## src/rtl/bmts_pkg.sv

```systemverilog
package bmts_pkg;

    localparam int N_W      = 11;  // matrix size / block size registers
    localparam int IDX_W    = 12;  // row, column, depth and tile indexes (start + tile < 2n)
    localparam int OFF_W    = 24;  // element offsets, up to 2n*n
    localparam int ITER_W   = 16;
    localparam int ABASE_W  = 40;
    localparam int ADDR_W   = 41;
    localparam int PADDR_W  = 5;
    localparam int PDATA_W  = 64;
    localparam int SDATA_W  = 8;
    localparam int MDATA_W  = 48;

    localparam int MAX_N_DEF      = 1024;
    localparam int ELEM_BYTES_DEF = 8;

    localparam int PAGE_BYTES    = 4096;
    localparam int COMPUTE_UNITS = 3;
    localparam int SETTLE_CYCLES = 5;  // depth of the derived-config pipeline
    localparam int SETTLE_W      = $clog2(SETTLE_CYCLES + 1);

    localparam logic [N_W-1:0]     RST_MATRIX_SIZE = N_W'(64);
    localparam logic [N_W-1:0]     RST_BLOCK_SIZE  = '0;
    localparam logic [ITER_W-1:0]  RST_ITER_COUNT  = ITER_W'(1);
    localparam logic [ABASE_W-1:0] RST_ARRAY_BASE  = '0;

    typedef enum logic [1:0] {
        EV_READ    = 2'd0,
        EV_WRITE   = 2'd1,
        EV_COMPUTE = 2'd2,
        EV_NONE    = 2'd3
    } ev_kind_t;

    typedef enum logic [2:0] {
        PH_READ_C,
        PH_READ_A,
        PH_READ_B,
        PH_COMPUTE,
        PH_WRITE_C
    } phase_t;

    typedef enum logic [1:0] {
        REG_MATRIX_SIZE = 2'd0,
        REG_BLOCK_SIZE  = 2'd1,
        REG_ITER_COUNT  = 2'd2,
        REG_ARRAY_BASE  = 2'd3
    } reg_idx_t;

    // Settled configuration, as sampled by a restart beat.
    typedef struct packed {
        logic              ready;
        logic [N_W-1:0]    n;
        logic [N_W-1:0]    tile_len;
        logic [OFF_W-1:0]  tile_n;     // tile_len * n
        logic [ITER_W-1:0] iters;
        logic [ADDR_W-1:0] a_base;
        logic [ADDR_W-1:0] b_base;
        logic [ADDR_W-1:0] c_base;
    } cfg_t;

    // One event between the sequencer and the address stage.
    typedef struct packed {
        ev_kind_t          kind;
        logic [ADDR_W-1:0] base;
        logic [OFF_W-1:0]  elem;
        logic              last;
    } ev_t;

    function automatic logic [ADDR_W-1:0] align_page(input logic [ADDR_W-1:0] x);
        logic [ADDR_W-1:0] mask;
        mask = ADDR_W'(PAGE_BYTES - 1);
        return (x + mask) & ~mask;
    endfunction

    function automatic logic [IDX_W-1:0] span_end(input logic [IDX_W-1:0] start,
                                                  input logic [N_W-1:0]   len,
                                                  input logic [N_W-1:0]   n);
        logic [IDX_W-1:0] sum;
        sum = start + IDX_W'(len);
        return (sum < IDX_W'(n)) ? sum : IDX_W'(n);
    endfunction

endpackage

```

## src/rtl/bmts_cfg.sv

```systemverilog
module bmts_cfg
    import bmts_pkg::*;
#(
    parameter int MAX_N         = MAX_N_DEF,
    parameter int ELEMENT_BYTES = ELEM_BYTES_DEF
)(
    input  logic               clk,
    input  logic               rst_n,
    input  logic               psel,
    input  logic               penable,
    input  logic               pwrite,
    input  logic [PADDR_W-1:0] paddr,
    input  logic [PDATA_W-1:0] pwdata,
    output logic [PDATA_W-1:0] prdata,
    output logic               pready,
    output cfg_t               cfg
);

    logic [N_W-1:0]     msize_reg;
    logic [N_W-1:0]     bsize_reg;
    logic [ITER_W-1:0]  iters_reg;
    logic [ABASE_W-1:0] abase_reg;
    logic [SETTLE_W-1:0] settle_reg;

    logic [N_W-1:0]     n1_reg, tile1_reg;
    logic [OFF_W-1:0]   nn2_reg, tile_n2_reg;
    logic [ADDR_W-1:0]  bytes3_reg, b4_reg, c5_reg;

    logic [N_W-1:0]     n_clamp;
    logic [N_W-1:0]     tile_sel;
    logic [2*N_W-1:0]   nn_prod, tile_prod;
    logic               wr;
    reg_idx_t           idx;

    assign pready = 1'b1;
    assign wr     = psel && penable && pwrite;
    assign idx    = reg_idx_t'(paddr[4:3]);

    always_ff @(posedge clk or negedge rst_n)
    begin
        if (!rst_n)
        begin
            msize_reg  <= RST_MATRIX_SIZE;
            bsize_reg  <= RST_BLOCK_SIZE;
            iters_reg  <= RST_ITER_COUNT;
            abase_reg  <= RST_ARRAY_BASE;
            settle_reg <= SETTLE_W'(SETTLE_CYCLES);
        end
        else
        begin
            if (wr)
            begin
                case (idx)
                    REG_MATRIX_SIZE: msize_reg <= pwdata[N_W-1:0];
                    REG_BLOCK_SIZE:  bsize_reg <= pwdata[N_W-1:0];
                    REG_ITER_COUNT:  iters_reg <= pwdata[ITER_W-1:0];
                    REG_ARRAY_BASE:  abase_reg <= pwdata[ABASE_W-1:0];
                    default:         ;
                endcase
                settle_reg <= SETTLE_W'(SETTLE_CYCLES);
            end
            else if (settle_reg != '0)
            begin
                settle_reg <= settle_reg - SETTLE_W'(1);
            end
        end
    end

    always_comb
    begin
        case (idx)
            REG_MATRIX_SIZE: prdata = PDATA_W'(msize_reg);
            REG_BLOCK_SIZE:  prdata = PDATA_W'(bsize_reg);
            REG_ITER_COUNT:  prdata = PDATA_W'(iters_reg);
            REG_ARRAY_BASE:  prdata = PDATA_W'(abase_reg);
            default:         prdata = '0;
        endcase
    end

    // derived values, one step per stage
    assign n_clamp   = (32'(msize_reg) > 32'(MAX_N)) ? N_W'(MAX_N) : msize_reg;
    assign tile_sel  = (bsize_reg == '0 || bsize_reg >= n1_reg) ? n1_reg : bsize_reg;
    assign nn_prod   = n1_reg * n1_reg;
    assign tile_prod = tile1_reg * n1_reg;

    always_ff @(posedge clk)
    begin
        n1_reg      <= n_clamp;
        tile1_reg   <= tile_sel;
        nn2_reg     <= OFF_W'(nn_prod);
        tile_n2_reg <= OFF_W'(tile_prod);
        bytes3_reg  <= ADDR_W'(nn2_reg) * ADDR_W'(ELEMENT_BYTES);
        b4_reg      <= align_page(ADDR_W'(abase_reg) + bytes3_reg);
        c5_reg      <= align_page(b4_reg + bytes3_reg);
    end

    assign cfg.ready    = (settle_reg == '0);
    assign cfg.n        = n1_reg;
    assign cfg.tile_len = tile1_reg;
    assign cfg.tile_n   = tile_n2_reg;
    assign cfg.iters    = iters_reg;
    assign cfg.a_base   = ADDR_W'(abase_reg);
    assign cfg.b_base   = b4_reg;
    assign cfg.c_base   = c5_reg;

endmodule

```

## src/rtl/bmts_step.sv

```systemverilog
module bmts_step
    import bmts_pkg::*;
(
    input  logic clk,
    input  logic rst_n,
    input  cfg_t cfg,
    input  logic in_valid,
    output logic in_ready,
    input  logic restart,
    input  logic adv,
    output logic ev_valid,
    output ev_t  ev
);

    phase_t             phase_reg, phase_next, e_phase;
    logic               exh_reg, exh_next, e_exh;
    logic [ITER_W-1:0]  iter_reg, iter_next, e_iter;
    logic [IDX_W-1:0]   trs_reg, trs_next, e_trs;
    logic [IDX_W-1:0]   tcs_reg, tcs_next, e_tcs;
    logic [IDX_W-1:0]   tds_reg, tds_next, e_tds;
    logic [IDX_W-1:0]   row_reg, row_next, e_row;
    logic [IDX_W-1:0]   col_reg, col_next, e_col;
    logic [IDX_W-1:0]   dep_reg, dep_next, e_dep;
    logic [IDX_W-1:0]   rend_reg, rend_next, e_rend;
    logic [IDX_W-1:0]   cend_reg, cend_next, e_cend;
    logic [IDX_W-1:0]   dend_reg, dend_next, e_dend;
    logic [OFF_W-1:0]   roff_reg, roff_next, e_roff;      // row * n
    logic [OFF_W-1:0]   doff_reg, doff_next, e_doff;      // depth * n
    logic [OFF_W-1:0]   troff_reg, troff_next, e_troff;   // tile row start * n
    logic [OFF_W-1:0]   tdoff_reg, tdoff_next, e_tdoff;   // tile depth start * n
    logic [N_W-1:0]     n_reg, e_n;
    logic [N_W-1:0]     len_reg, e_len;
    logic [OFF_W-1:0]   tn_reg, e_tn;
    logic [ITER_W-1:0]  iters_reg, e_iters;
    logic [ADDR_W-1:0]  a_reg, e_a, b_reg, e_b, c_reg, e_c;
    logic               s1_valid_reg;
    ev_t                ev_reg, ev_next;

    logic               accept, rs, done;
    logic [IDX_W-1:0]   dep_inc, col_inc, row_inc;
    logic [IDX_W-1:0]   tds_sum, tcs_sum, trs_sum;
    logic [ITER_W:0]    iter_inc;

    assign in_ready = cfg.ready && (!s1_valid_reg || adv);
    assign accept   = in_valid && in_ready;
    assign rs       = restart;

    // restart loads a fresh trace from the settled configuration
    always_comb
    begin
        e_exh   = rs ? (cfg.n == '0 || cfg.iters == '0) : exh_reg;
        e_phase = rs ? PH_READ_C : phase_reg;
        e_iter  = rs ? '0 : iter_reg;
        e_trs   = rs ? '0 : trs_reg;
        e_tcs   = rs ? '0 : tcs_reg;
        e_tds   = rs ? '0 : tds_reg;
        e_row   = rs ? '0 : row_reg;
        e_col   = rs ? '0 : col_reg;
        e_dep   = rs ? '0 : dep_reg;
        e_rend  = rs ? IDX_W'(cfg.tile_len) : rend_reg;
        e_cend  = rs ? IDX_W'(cfg.tile_len) : cend_reg;
        e_dend  = rs ? IDX_W'(cfg.tile_len) : dend_reg;
        e_roff  = rs ? '0 : roff_reg;
        e_doff  = rs ? '0 : doff_reg;
        e_troff = rs ? '0 : troff_reg;
        e_tdoff = rs ? '0 : tdoff_reg;
        e_n     = rs ? cfg.n : n_reg;
        e_len   = rs ? cfg.tile_len : len_reg;
        e_tn    = rs ? cfg.tile_n : tn_reg;
        e_iters = rs ? cfg.iters : iters_reg;
        e_a     = rs ? cfg.a_base : a_reg;
        e_b     = rs ? cfg.b_base : b_reg;
        e_c     = rs ? cfg.c_base : c_reg;
    end

    assign dep_inc  = e_dep + IDX_W'(1);
    assign col_inc  = e_col + IDX_W'(1);
    assign row_inc  = e_row + IDX_W'(1);
    assign tds_sum  = e_tds + IDX_W'(e_len);
    assign tcs_sum  = e_tcs + IDX_W'(e_len);
    assign trs_sum  = e_trs + IDX_W'(e_len);
    assign iter_inc = {1'b0, e_iter} + (ITER_W+1)'(1);

    // next state
    always_comb
    begin
        phase_next = e_phase;
        exh_next   = e_exh;
        iter_next  = e_iter;
        trs_next   = e_trs;
        tcs_next   = e_tcs;
        tds_next   = e_tds;
        row_next   = e_row;
        col_next   = e_col;
        dep_next   = e_dep;
        rend_next  = e_rend;
        cend_next  = e_cend;
        dend_next  = e_dend;
        roff_next  = e_roff;
        doff_next  = e_doff;
        troff_next = e_troff;
        tdoff_next = e_tdoff;
        done       = 1'b0;
        if (!e_exh)
        begin
            case (e_phase)
                PH_READ_C:
                begin
                    dep_next   = e_tds;
                    doff_next  = e_tdoff;
                    phase_next = (e_tds < e_dend) ? PH_READ_A : PH_WRITE_C;
                end
                PH_READ_A:
                begin
                    phase_next = PH_READ_B;
                end
                PH_READ_B:
                begin
                    phase_next = PH_COMPUTE;
                end
                PH_COMPUTE:
                begin
                    dep_next   = dep_inc;
                    doff_next  = e_doff + OFF_W'(e_n);
                    phase_next = (dep_inc < e_dend) ? PH_READ_A : PH_WRITE_C;
                end
                default:
                begin
                    phase_next = PH_READ_C;
                    if (col_inc < e_cend)
                    begin
                        col_next = col_inc;
                    end
                    else if (row_inc < e_rend)
                    begin
                        col_next  = e_tcs;
                        row_next  = row_inc;
                        roff_next = e_roff + OFF_W'(e_n);
                    end
                    else
                    begin
                        // tile finished: depth tile, then column tile, then row tile
                        if (tds_sum < IDX_W'(e_n))
                        begin
                            tds_next   = tds_sum;
                            tdoff_next = e_tdoff + e_tn;
                            dend_next  = span_end(tds_sum, e_len, e_n);
                        end
                        else
                        begin
                            tds_next   = '0;
                            tdoff_next = '0;
                            dend_next  = IDX_W'(e_len);
                            if (tcs_sum < IDX_W'(e_n))
                            begin
                                tcs_next  = tcs_sum;
                                cend_next = span_end(tcs_sum, e_len, e_n);
                            end
                            else
                            begin
                                tcs_next  = '0;
                                cend_next = IDX_W'(e_len);
                                if (trs_sum < IDX_W'(e_n))
                                begin
                                    trs_next   = trs_sum;
                                    troff_next = e_troff + e_tn;
                                    rend_next  = span_end(trs_sum, e_len, e_n);
                                end
                                else
                                begin
                                    trs_next   = '0;
                                    troff_next = '0;
                                    rend_next  = IDX_W'(e_len);
                                    iter_next  = iter_inc[ITER_W-1:0];
                                    done       = (iter_inc >= {1'b0, e_iters});
                                end
                            end
                        end
                        row_next  = trs_next;
                        col_next  = tcs_next;
                        roff_next = troff_next;
                    end
                    if (done)
                    begin
                        exh_next = 1'b1;
                    end
                end
            endcase
        end
    end

    // event for this beat
    always_comb
    begin
        ev_next.kind = EV_NONE;
        ev_next.base = '0;
        ev_next.elem = '0;
        ev_next.last = 1'b0;
        if (!e_exh)
        begin
            case (e_phase)
                PH_READ_C:
                begin
                    ev_next.kind = EV_READ;
                    ev_next.base = e_c;
                    ev_next.elem = e_roff + OFF_W'(e_col);
                end
                PH_READ_A:
                begin
                    ev_next.kind = EV_READ;
                    ev_next.base = e_a;
                    ev_next.elem = e_roff + OFF_W'(e_dep);
                end
                PH_READ_B:
                begin
                    ev_next.kind = EV_READ;
                    ev_next.base = e_b;
                    ev_next.elem = e_doff + OFF_W'(e_col);
                end
                PH_COMPUTE:
                begin
                    ev_next.kind = EV_COMPUTE;
                end
                default:
                begin
                    ev_next.kind = EV_WRITE;
                    ev_next.base = e_c;
                    ev_next.elem = e_roff + OFF_W'(e_col);
                    ev_next.last = done;
                end
            endcase
        end
    end

    always_ff @(posedge clk or negedge rst_n)
    begin
        if (!rst_n)
        begin
            s1_valid_reg <= 1'b0;
            phase_reg    <= PH_READ_C;
            exh_reg      <= 1'b1;
            iter_reg     <= '0;
            trs_reg      <= '0;
            tcs_reg      <= '0;
            tds_reg      <= '0;
            row_reg      <= '0;
            col_reg      <= '0;
            dep_reg      <= '0;
            rend_reg     <= '0;
            cend_reg     <= '0;
            dend_reg     <= '0;
            roff_reg     <= '0;
            doff_reg     <= '0;
            troff_reg    <= '0;
            tdoff_reg    <= '0;
            n_reg        <= '0;
            len_reg      <= '0;
            tn_reg       <= '0;
            iters_reg    <= '0;
            a_reg        <= '0;
            b_reg        <= '0;
            c_reg        <= '0;
        end
        else
        begin
            if (accept)
            begin
                s1_valid_reg <= 1'b1;
                phase_reg    <= phase_next;
                exh_reg      <= exh_next;
                iter_reg     <= iter_next;
                trs_reg      <= trs_next;
                tcs_reg      <= tcs_next;
                tds_reg      <= tds_next;
                row_reg      <= row_next;
                col_reg      <= col_next;
                dep_reg      <= dep_next;
                rend_reg     <= rend_next;
                cend_reg     <= cend_next;
                dend_reg     <= dend_next;
                roff_reg     <= roff_next;
                doff_reg     <= doff_next;
                troff_reg    <= troff_next;
                tdoff_reg    <= tdoff_next;
                n_reg        <= e_n;
                len_reg      <= e_len;
                tn_reg       <= e_tn;
                iters_reg    <= e_iters;
                a_reg        <= e_a;
                b_reg        <= e_b;
                c_reg        <= e_c;
            end
            else if (adv)
            begin
                s1_valid_reg <= 1'b0;
            end
        end
    end

    always_ff @(posedge clk)
    begin
        if (accept)
        begin
            ev_reg <= ev_next;
        end
    end

    assign ev_valid = s1_valid_reg;
    assign ev       = ev_reg;

endmodule

```

## src/rtl/bmts_addr.sv

```systemverilog
module bmts_addr
    import bmts_pkg::*;
#(
    parameter int ELEMENT_BYTES = ELEM_BYTES_DEF
)(
    input  logic               clk,
    input  logic               rst_n,
    input  logic               ev_valid,
    input  ev_t                ev,
    output logic               adv,
    output logic               m_tvalid,
    input  logic               m_tready,
    output logic [MDATA_W-1:0] m_tdata,    // [40:0] address, [42:41] compute_units
    output logic [1:0]         m_tuser,    // [1:0] event_kind
    output logic               m_tlast
);

    logic              valid_reg;
    ev_kind_t          kind_reg;
    logic [ADDR_W-1:0] addr_reg, addr_next;
    logic [1:0]        units_reg, units_next;
    logic              last_reg;

    assign adv        = !valid_reg || m_tready;
    assign addr_next  = ev.base + ADDR_W'(ev.elem) * ADDR_W'(ELEMENT_BYTES);
    assign units_next = (ev.kind == EV_COMPUTE) ? 2'(COMPUTE_UNITS) : 2'd0;

    always_ff @(posedge clk or negedge rst_n)
    begin
        if (!rst_n)
        begin
            valid_reg <= 1'b0;
        end
        else if (adv)
        begin
            valid_reg <= ev_valid;
        end
    end

    always_ff @(posedge clk)
    begin
        if (adv && ev_valid)
        begin
            kind_reg  <= ev.kind;
            addr_reg  <= addr_next;
            units_reg <= units_next;
            last_reg  <= ev.last;
        end
    end

    assign m_tvalid = valid_reg;
    assign m_tdata  = {{(MDATA_W-ADDR_W-2){1'b0}}, units_reg, addr_reg};
    assign m_tuser  = kind_reg;
    assign m_tlast  = last_reg;

endmodule

```

## src/rtl/blocked_matmul_trace_sequencer_core.sv

```systemverilog
// Channel   Dir  Beat contents
// --------  ---  ----------------------------------------------------------
// APB       in   register writes/reads: matrix_size, block_size,
//                iteration_count, array_base at byte addresses 0, 8, 16, 24
// s_*       in   one request: restart in tdata[0]
// m_*       out  one trace event: address, compute_units, kind, last
//
// One request beat per cycle, one event beat per cycle, while m_tready is high
// and the configuration has settled. Each event passes the sequencer register,
// then the address register; address = base + offset times ELEMENT_BYTES is
// formed in the second stage. After reset, and after every register write,
// s_tready is low until the settle counter expires, while the derived sizes
// and page-aligned B/C bases settle. A stalled m_tready holds the output beat,
// and s_tready stays high only until the sequencer register is filled.
module blocked_matmul_trace_sequencer_core
    import bmts_pkg::*;
#(
    parameter int MAX_N         = MAX_N_DEF,
    parameter int ELEMENT_BYTES = ELEM_BYTES_DEF
)(
    input  logic               clk,
    input  logic               rst_n,
    input  logic               psel,
    input  logic               penable,
    input  logic               pwrite,
    input  logic [PADDR_W-1:0] paddr,
    input  logic [PDATA_W-1:0] pwdata,
    output logic [PDATA_W-1:0] prdata,
    output logic               pready,
    input  logic               s_tvalid,
    output logic               s_tready,
    input  logic [SDATA_W-1:0] s_tdata,    // [0] restart
    output logic               m_tvalid,
    input  logic               m_tready,
    output logic [MDATA_W-1:0] m_tdata,    // [40:0] address, [42:41] compute_units
    output logic [1:0]         m_tuser,    // [1:0] event_kind
    output logic               m_tlast
);

    cfg_t cfg;
    ev_t  ev;
    logic ev_valid;
    logic adv;

    // register file plus the pipeline that turns sizes into bases
    bmts_cfg #(
        .MAX_N         (MAX_N),
        .ELEMENT_BYTES (ELEMENT_BYTES)
    ) u_cfg (
        .clk     (clk),
        .rst_n   (rst_n),
        .psel    (psel),
        .penable (penable),
        .pwrite  (pwrite),
        .paddr   (paddr),
        .pwdata  (pwdata),
        .prdata  (prdata),
        .pready  (pready),
        .cfg     (cfg)
    );

    // loop-nest counters; one event decided per accepted request
    bmts_step u_step (
        .clk      (clk),
        .rst_n    (rst_n),
        .cfg      (cfg),
        .in_valid (s_tvalid),
        .in_ready (s_tready),
        .restart  (s_tdata[0]),
        .adv      (adv),
        .ev_valid (ev_valid),
        .ev       (ev)
    );

    // byte address and output register
    bmts_addr #(
        .ELEMENT_BYTES (ELEMENT_BYTES)
    ) u_addr (
        .clk      (clk),
        .rst_n    (rst_n),
        .ev_valid (ev_valid),
        .ev       (ev),
        .adv      (adv),
        .m_tvalid (m_tvalid),
        .m_tready (m_tready),
        .m_tdata  (m_tdata),
        .m_tuser  (m_tuser),
        .m_tlast  (m_tlast)
    );

endmodule
```

## config.mk

```make
export PLATFORM = sky130hd
export DESIGN_NAME = blocked_matmul_trace_sequencer_core
export DESIGN_NICKNAME = d
export VERILOG_FILES = /design/src/rtl/bmts_pkg.sv /design/src/rtl/bmts_cfg.sv /design/src/rtl/bmts_step.sv /design/src/rtl/bmts_addr.sv /design/src/rtl/blocked_matmul_trace_sequencer_core.sv
export SDC_FILE = /design/constraint.sdc
export NUM_CORES = 2
export LEC_CHECK = 0
export ABC_AREA = 1
export ABC_CLOCK_PERIOD_IN_PS = 14850
export BUFFER_PORTS_ARGS = -buffer_cell sky130_fd_sc_hd__buf_2
export CAP_MARGIN = 15
export CORE_MARGIN = 3
export CORE_UTILIZATION = 45
export DETAILED_ROUTE_END_ITERATION = 10
export SETUP_SLACK_MARGIN = 0.02
export SYNTH_ARGS = -nofsm -noshare
export SYNTH_HDL_FRONTEND = slang
export SYNTH_SLANG_ARGS = --single-unit
```

## constraint.sdc

```tcl
create_clock -name clk -period 14.85 [get_ports clk]
set_input_delay 2.2275 -clock clk [delete_from_list [all_inputs] [get_ports clk]]
set_output_delay 2.2275 -clock clk [all_outputs]
set_load 0.01 [all_outputs]
```

# Word level (Yosys, flattened, before mapping)
# Cells that the tools add are included.
dict set report word_totals {
  regBits 752
  in_bits 84
  output_inout_bits 118
  elab_cells 236
}
dict set report classes {
  add_sub_neg 23
  n_mul 2
  order_cmp 13
  eq_ne 7
  muxes 119
  n_reduce_logical 27
}
# op n
set ops {}
lappend ops {{$mux 12} 56}
lappend ops {{$mux 24} 22}
lappend ops {{$pmux 64 s4} 1}
lappend ops {{$pmux 65 s3} 1}
lappend ops {{$mux 16} 9}
lappend ops {{$mux 41} 3}
lappend ops {{$add 41x12->41 const B} 2}
lappend ops {{$add 12x11->12} 6}
lappend ops {{$add 24x12->24} 3}
lappend ops {{$lt 12x11->1} 6}
lappend ops {{$add 24x11->24} 2}
lappend ops {{$add 24x24->24} 2}
lappend ops {{$lt 12x12->1} 4}
lappend ops {{$pmux 24 s2} 1}
lappend ops {{$mul 11x11->22} 2}
lappend ops {{$add 40x25->41} 1}
lappend ops {{$add 41x25->41} 1}
lappend ops {{$add 41x27->41} 1}
lappend ops {{$add 12x1->12 const B} 3}
lappend ops {{$mux 11} 3}
lappend ops {{$pmux 12 s2} 1}
lappend ops {{$logic_not 11->1} 2}
lappend ops {{$mux 3} 6}
lappend ops {{$add 16x1->17 const B} 1}
lappend ops {{other kinds (24)} 52}

# Longest topological paths before layout
dict set report depth {
  word_depth 13
  depth_mapped 37
  depth_no_buf 31
}

# Hierarchy
# A second synthesis with hierarchy kept.
dict set report unflattened {
  cells_unflattened 9080
  area_unflattened_um2 63689.8
}
# mod instances cells_each area_per_inst_um2 seq_area_each_um2
set by_module_without_submodules {}
lappend by_module_without_submodules {bmts_step 1 5890 40475.1 12303.0}
lappend by_module_without_submodules {bmts_cfg 1 2648 19463.7 4914.7}
lappend by_module_without_submodules {bmts_addr 1 542 3751.1 1376.3}

# Least setup slack after synthesis
# No wires, ideal clock.
dict set report synth_path {
  path_kind {input to register}
  startpoint {input s_tdata[0]}
  endpoint {register u_step.rend_reg[8]}
  t_arrival_ns 7.199
  setup_slack_ns 7.535
  path_stages 32
  cell_sequence {buf_6 buf_6 buf_6 buf_2 buf_2 nand2_1 inv_1 a21oi_1 inv_1 fa_1 nand3_1 nand2_1 xnor2_1 inv_1 ha_1 inv_1 o21bai_1 a21oi_1 o21ai_0 xor2_1 ha_1 a21oi_1 o21ai_0 o211ai_1 nand2_1 nand2_1 nand3_1 buf_2 o211ai_1 nand2_1 nand2_1 nand2_1}
}
dict set report synth_between {
  elab_chain_len 12
  word_cells_on_any_way 36
}
# item line
set synth_lines {}
lappend synth_lines {{start, declared} blocked_matmul_trace_sequencer_core.sv:32} ;# input logic [SDATA_W-1:0] s_tdata,
lappend synth_lines {{$mux 11 *} bmts_step.sv:68} ;# e_len = rs ? cfg.tile_len : len_reg;
lappend synth_lines {{via u_step.e_len[1]} bmts_step.sv:32} ;# logic [N_W-1:0] len_reg, e_len;
lappend synth_lines {{$add 12x11->12} bmts_step.sv:81} ;# assign trs_sum = e_trs + IDX_W'(e_len);
lappend synth_lines {{$add 12x11->12} bmts_pkg.sv:79} ;# sum = start + IDX_W'(len);
lappend synth_lines {{$lt 12x11->1} bmts_pkg.sv:80} ;# return (sum < IDX_W'(n)) ? sum : IDX_W'(n);
lappend synth_lines {{$mux 12} bmts_pkg.sv:80}
lappend synth_lines {{$mux 12} bmts_step.sv:163} ;# if (trs_sum < IDX_W'(e_n))
lappend synth_lines {{$mux 12} bmts_step.sv:154} ;# if (tcs_sum < IDX_W'(e_n))
lappend synth_lines {{$mux 12 *} bmts_step.sv:143} ;# if (tds_sum < IDX_W'(e_n))
lappend synth_lines {{$mux 12 *} bmts_step.sv:134} ;# else if (row_inc < e_rend)
lappend synth_lines {{$mux 12 *} bmts_step.sv:130} ;# if (col_inc < e_cend)
lappend synth_lines {{$mux 12 *} bmts_step.sv:106} ;# case (e_phase)
lappend synth_lines {{$mux 12 *} bmts_step.sv:104} ;# if (!e_exh)
lappend synth_lines {{end signal, assigned} bmts_step.sv:278} ;# rend_reg <= rend_next;
lappend synth_lines {{end, declared} bmts_step.sv:24} ;# logic [IDX_W-1:0] rend_reg, rend_next, e_rend;
# The timed path passes the listed nets; every way through them passes the cells marked *.
# A chain may end at the register's enable or synchronous reset.

# Worst setup path in the final report
dict set report layout_path {
  startpoint {input s_tdata[0]}
  endpoint {register u_step.tds_reg[8]}
}
dict set report layout_between {
  elab_chain_len 8
  word_cells_on_any_way 25
}
# item line
set layout_lines {}
lappend layout_lines {{$mux 11 *} bmts_step.sv:68}
lappend layout_lines {{via u_step.e_len[2]} bmts_step.sv:32}
lappend layout_lines {{$add 12x11->12 *} bmts_step.sv:79} ;# assign tds_sum = e_tds + IDX_W'(e_len);
lappend layout_lines {{$lt 12x11->1} bmts_step.sv:143}
lappend layout_lines {{$mux 12 *} bmts_step.sv:143}
lappend layout_lines {{$mux 12 *} bmts_step.sv:134}
lappend layout_lines {{$mux 12 *} bmts_step.sv:130}
lappend layout_lines {{$mux 12 *} bmts_step.sv:106}
lappend layout_lines {{$mux 12 *} bmts_step.sv:104}
lappend layout_lines {{end signal, assigned} bmts_step.sv:274} ;# tds_reg <= tds_next;
lappend layout_lines {{end, declared} bmts_step.sv:20} ;# logic [IDX_W-1:0] tds_reg, tds_next, e_tds;
# Marked as above.

==> results.md <==
- Io pins: 202
- Post-CTS sizing: 0
- DR WL/cell: 18.2 um
- Drt via density: 5.37
- Setup bufs post-CTS: 0
- WP data arrival: 9.53 ns
- CP Data Required Time: 15.48 ns
- Reg2Reg Setup Slack: 8.20 ns
- Gr ovfl total: 0
- Core region area: 134000 um2
- H-Tree Level Count: 3
- # nets final: 9208
- Worst setup path category: in -> reg
- Slew at the pin closest to its max-slew limit: 1.28 ns
- Clock latency at the later pin of the worst-skew pair: 0.74 ns
- Fmax: 112 MHz
- CP most frequent cell: nand2_1
- Most common cell after layout, fill and taps aside: nand2_1
- DR WL met2: 80.6 mm
- Layout cell share with drive strength beyond 1: 5.98%
- Synth Area in Adders: 15.2%
- EDFF count, synth: 113
- Top Metal Used: met4
- Synth Area in Simple Gates: 22.3%
- Skew final: 0.0504 ns
- Final Setup Violations: 0
- Rel. slew slack: 13.9%
- Final Critical Period: 8.90 ns
- Initial core utilization: 45.4%
- Yosys reg bits: 749
- Final Max Tran Viols: 0
- Hold-fix buffers, CTS: 0
- Synth unique cells: 73
- RSZ-0062 raised after global routing: false
- Largest net degree at the start of global routing: 217
- Area delta synth->final: 8.78%
- Worst Hold Launch: u_cfg.nn2_reg[4]$_DFF_P_
- Die Area: 139000 um2
- Setup TNS: 0 ns
- Tot GR Track Use: 26.5%
- I/O Buffers: 137
- Dominant synthesized flop cell: dfrtp_1
- Hold violation count in the final report: 0
- Clk sinks: 749
- First-pass GRT wire length: 295 mm
- Finished Cell Area: 66100 um2
- 1st-iter DRT viols: 5058
- Most frequent cells in the layout: nand2_1 (2326), inv_1 (1249), a21oi_1 (766)
- Post-Layout Cell Count: 10327
- Worst setup EP type: flop
- DRC violations left: 0
- Yosys top cell area share: 20.1%
- Die X-Extent: 373 um
- Vias in the first global route: 52190
- Root Driver: clkbuf_16
- R2R depth: 30
- Post-route antenna net violation count: 0
- Post-Route WL: 188 mm
- Chip height: 373 um
- Cts bufs inserted: 92
- Status: complete, no violations
- Drt pass-1 iters: 8
- Post-synthesis mux area share: 0.496%
- DR WL met3: 14.1 mm
- Row Count: 134
- Ys async rst share: 65.7%
- Via Count: 55505
- Placed cell areas: 62700 um2
- CTS tree: done
- Post-synthesis xor/xnor area fraction: 3.96%
- GP Congestion: 0.921
- Synth Area in Compound Gates: 16.4%
- Crit Reg-Reg Startpoint: u_cfg.tile1_reg[1]$_DFF_P_
- Ys Warns: 0
- Hold path cells: 0
- Synth Area per Inst: 7.13 um2
- Seq/Total Area, Yosys: 30.6%
- Min-delay worst type: reg -> reg
- Worst Hold Endpoint: u_cfg.bytes3_reg[7]$_DFF_P_
- Initial antenna violation count: 4
- Hpwl dp: 136 mm
- Worst reg2reg endpoint: u_step.tds_reg[8]$_DFFE_PN0P_
- Setup crit start kind: primary input
- Yosys top cell by area: dfrtp_1
- Buffer depth of the longest clock path: 3
- Main combinational cell family by area after synthesis: simple AND/OR/NAND/NOR gates
- Post-Route M1 WL: 87.9 mm
- Ranking of synthesized cells by area: dfrtp_1 (20%), nand2_1 (14%), ha_1 (10%), inv_1 (7.7%), a21oi_1 (6.3%)
- Placed Cells: 10149
- Clock slew at reported path FFs: 0.06 ns
- MaxCap Viol Count: 0
- Post-Syn Instances: 8524
- Hold slack: 0.325 ns
- Critical Path Fanout Max: 80
- Slowest stage delay, CP: 0.74 ns
- Area of the mapped netlist: 60800 um2
- Slowest stage cell, crit path: buf_4
- Max FFs per register: 68
- Period utilization: 59.9%
==> worst max-delay path by stage <==
stage,start,to,slack [ns],depth (start not counted)
2_1_floorplan,s_tdata[0],u_step.rend_reg[8]$_DFFE_PN0P_,7.53,32
3_3_place_gp,s_tdata[0],u_step.exh_reg$_DFFE_PN1P_,5.47,26
3_5_place_dp,s_tdata[0],u_step.tds_reg[8]$_DFFE_PN0P_,5.42,32
4_1_cts,s_tdata[0],u_step.exh_reg$_DFFE_PN1P_,6.18,26
5_1_grt,s_tdata[0],u_step.tdoff_reg[23]$_DFFE_PN0P_,5.48,32
6_report,s_tdata[0],u_step.tds_reg[8]$_DFFE_PN0P_,5.95,32
==> per-stage QoR <==
| step | worst slack [ns] | util, % |
|---|---|---|
| 3_5_place_dp | 5.42 | 46.9 |
| 5_1_grt | 5.48 | 49.4 |
| 3_3_place_gp | 5.47 | 46.9 |
| 2_1_floorplan | 7.53 | - |
| 6_report | 5.95 | 49.4 |
| 4_1_cts | 6.18 | 49.4 |
==> cells in the mapped netlist (29+ instances only) <==
| library cell | number |
|---|---|
| o21ai_1 | 110 |
| buf_1 | 32 |
| fa_1 | 156 |
| nand4_1 | 81 |
| o22ai_1 | 48 |
| a21oi_1 | 767 |
| dfxtp_1 | 144 |
| o21ai_0 | 564 |
| edfxtp_1 | 113 |
| mux2i_1 | 29 |
| ha_1 | 490 |
| clkbuf_1 | 235 |
| a22oi_1 | 39 |
| xnor2_1 | 82 |
| nand3_1 | 241 |
| inv_1 | 1251 |
| nor3_1 | 54 |
| xor2_1 | 193 |
| buf_4 | 39 |
| nand2_1 | 2327 |
| nor2_1 | 528 |
| a21boi_1 | 60 |
| buf_2 | 78 |
| dfrtp_1 | 487 |
==> critical path, delay by kind of cell <==
| family | cells | cell delay [ns] |
|---|---|---|
| AOI/OAI and AO/OA | 8 | 1.45 |
| xor gates and xnor gates | 1 | 0.31 |
| buffers and inverters | 8 | 3.03 |
| adders and majority gates | 2 | 0.64 |
| and+or+nand+nor | 13 | 1.76 |
==> metal layers <==
metal  global-route usage, %  vias up
li1                        -    27323
met1                    38.6    26120
met2                    40.4     1807
met3                    4.01      255
met4                    8.18        0
met5                       0        -
==> logic make-up after synthesis <==
family / Yosys count
AND/OR/NAND/NOR: 3338
AO/OA/AOI/OAI: 1808
buffers and inverters: 1676
flip-flops: 749
adder cells (fa/ha/maj): 646
XOR/XNOR: 275
multiplexers: 30
other: 2
==> final cells by class <==
type | instances | area (um2)
diodes | 1 | 2.50
clock buffers | 120 | 2600
clock inverters | 54 | 729
fillers | 13350 | 67700
inverters | 1279 | 4810
multi-input cells | 6127 | 35700
flip-flops and latches | 749 | 18600
well taps | 1768 | 2210
repair buffers | 229 | 1450
Power is left out: the tool's default activity adds up to more than one toggle a clock period on the data nets, which glitch-free logic cannot reach.
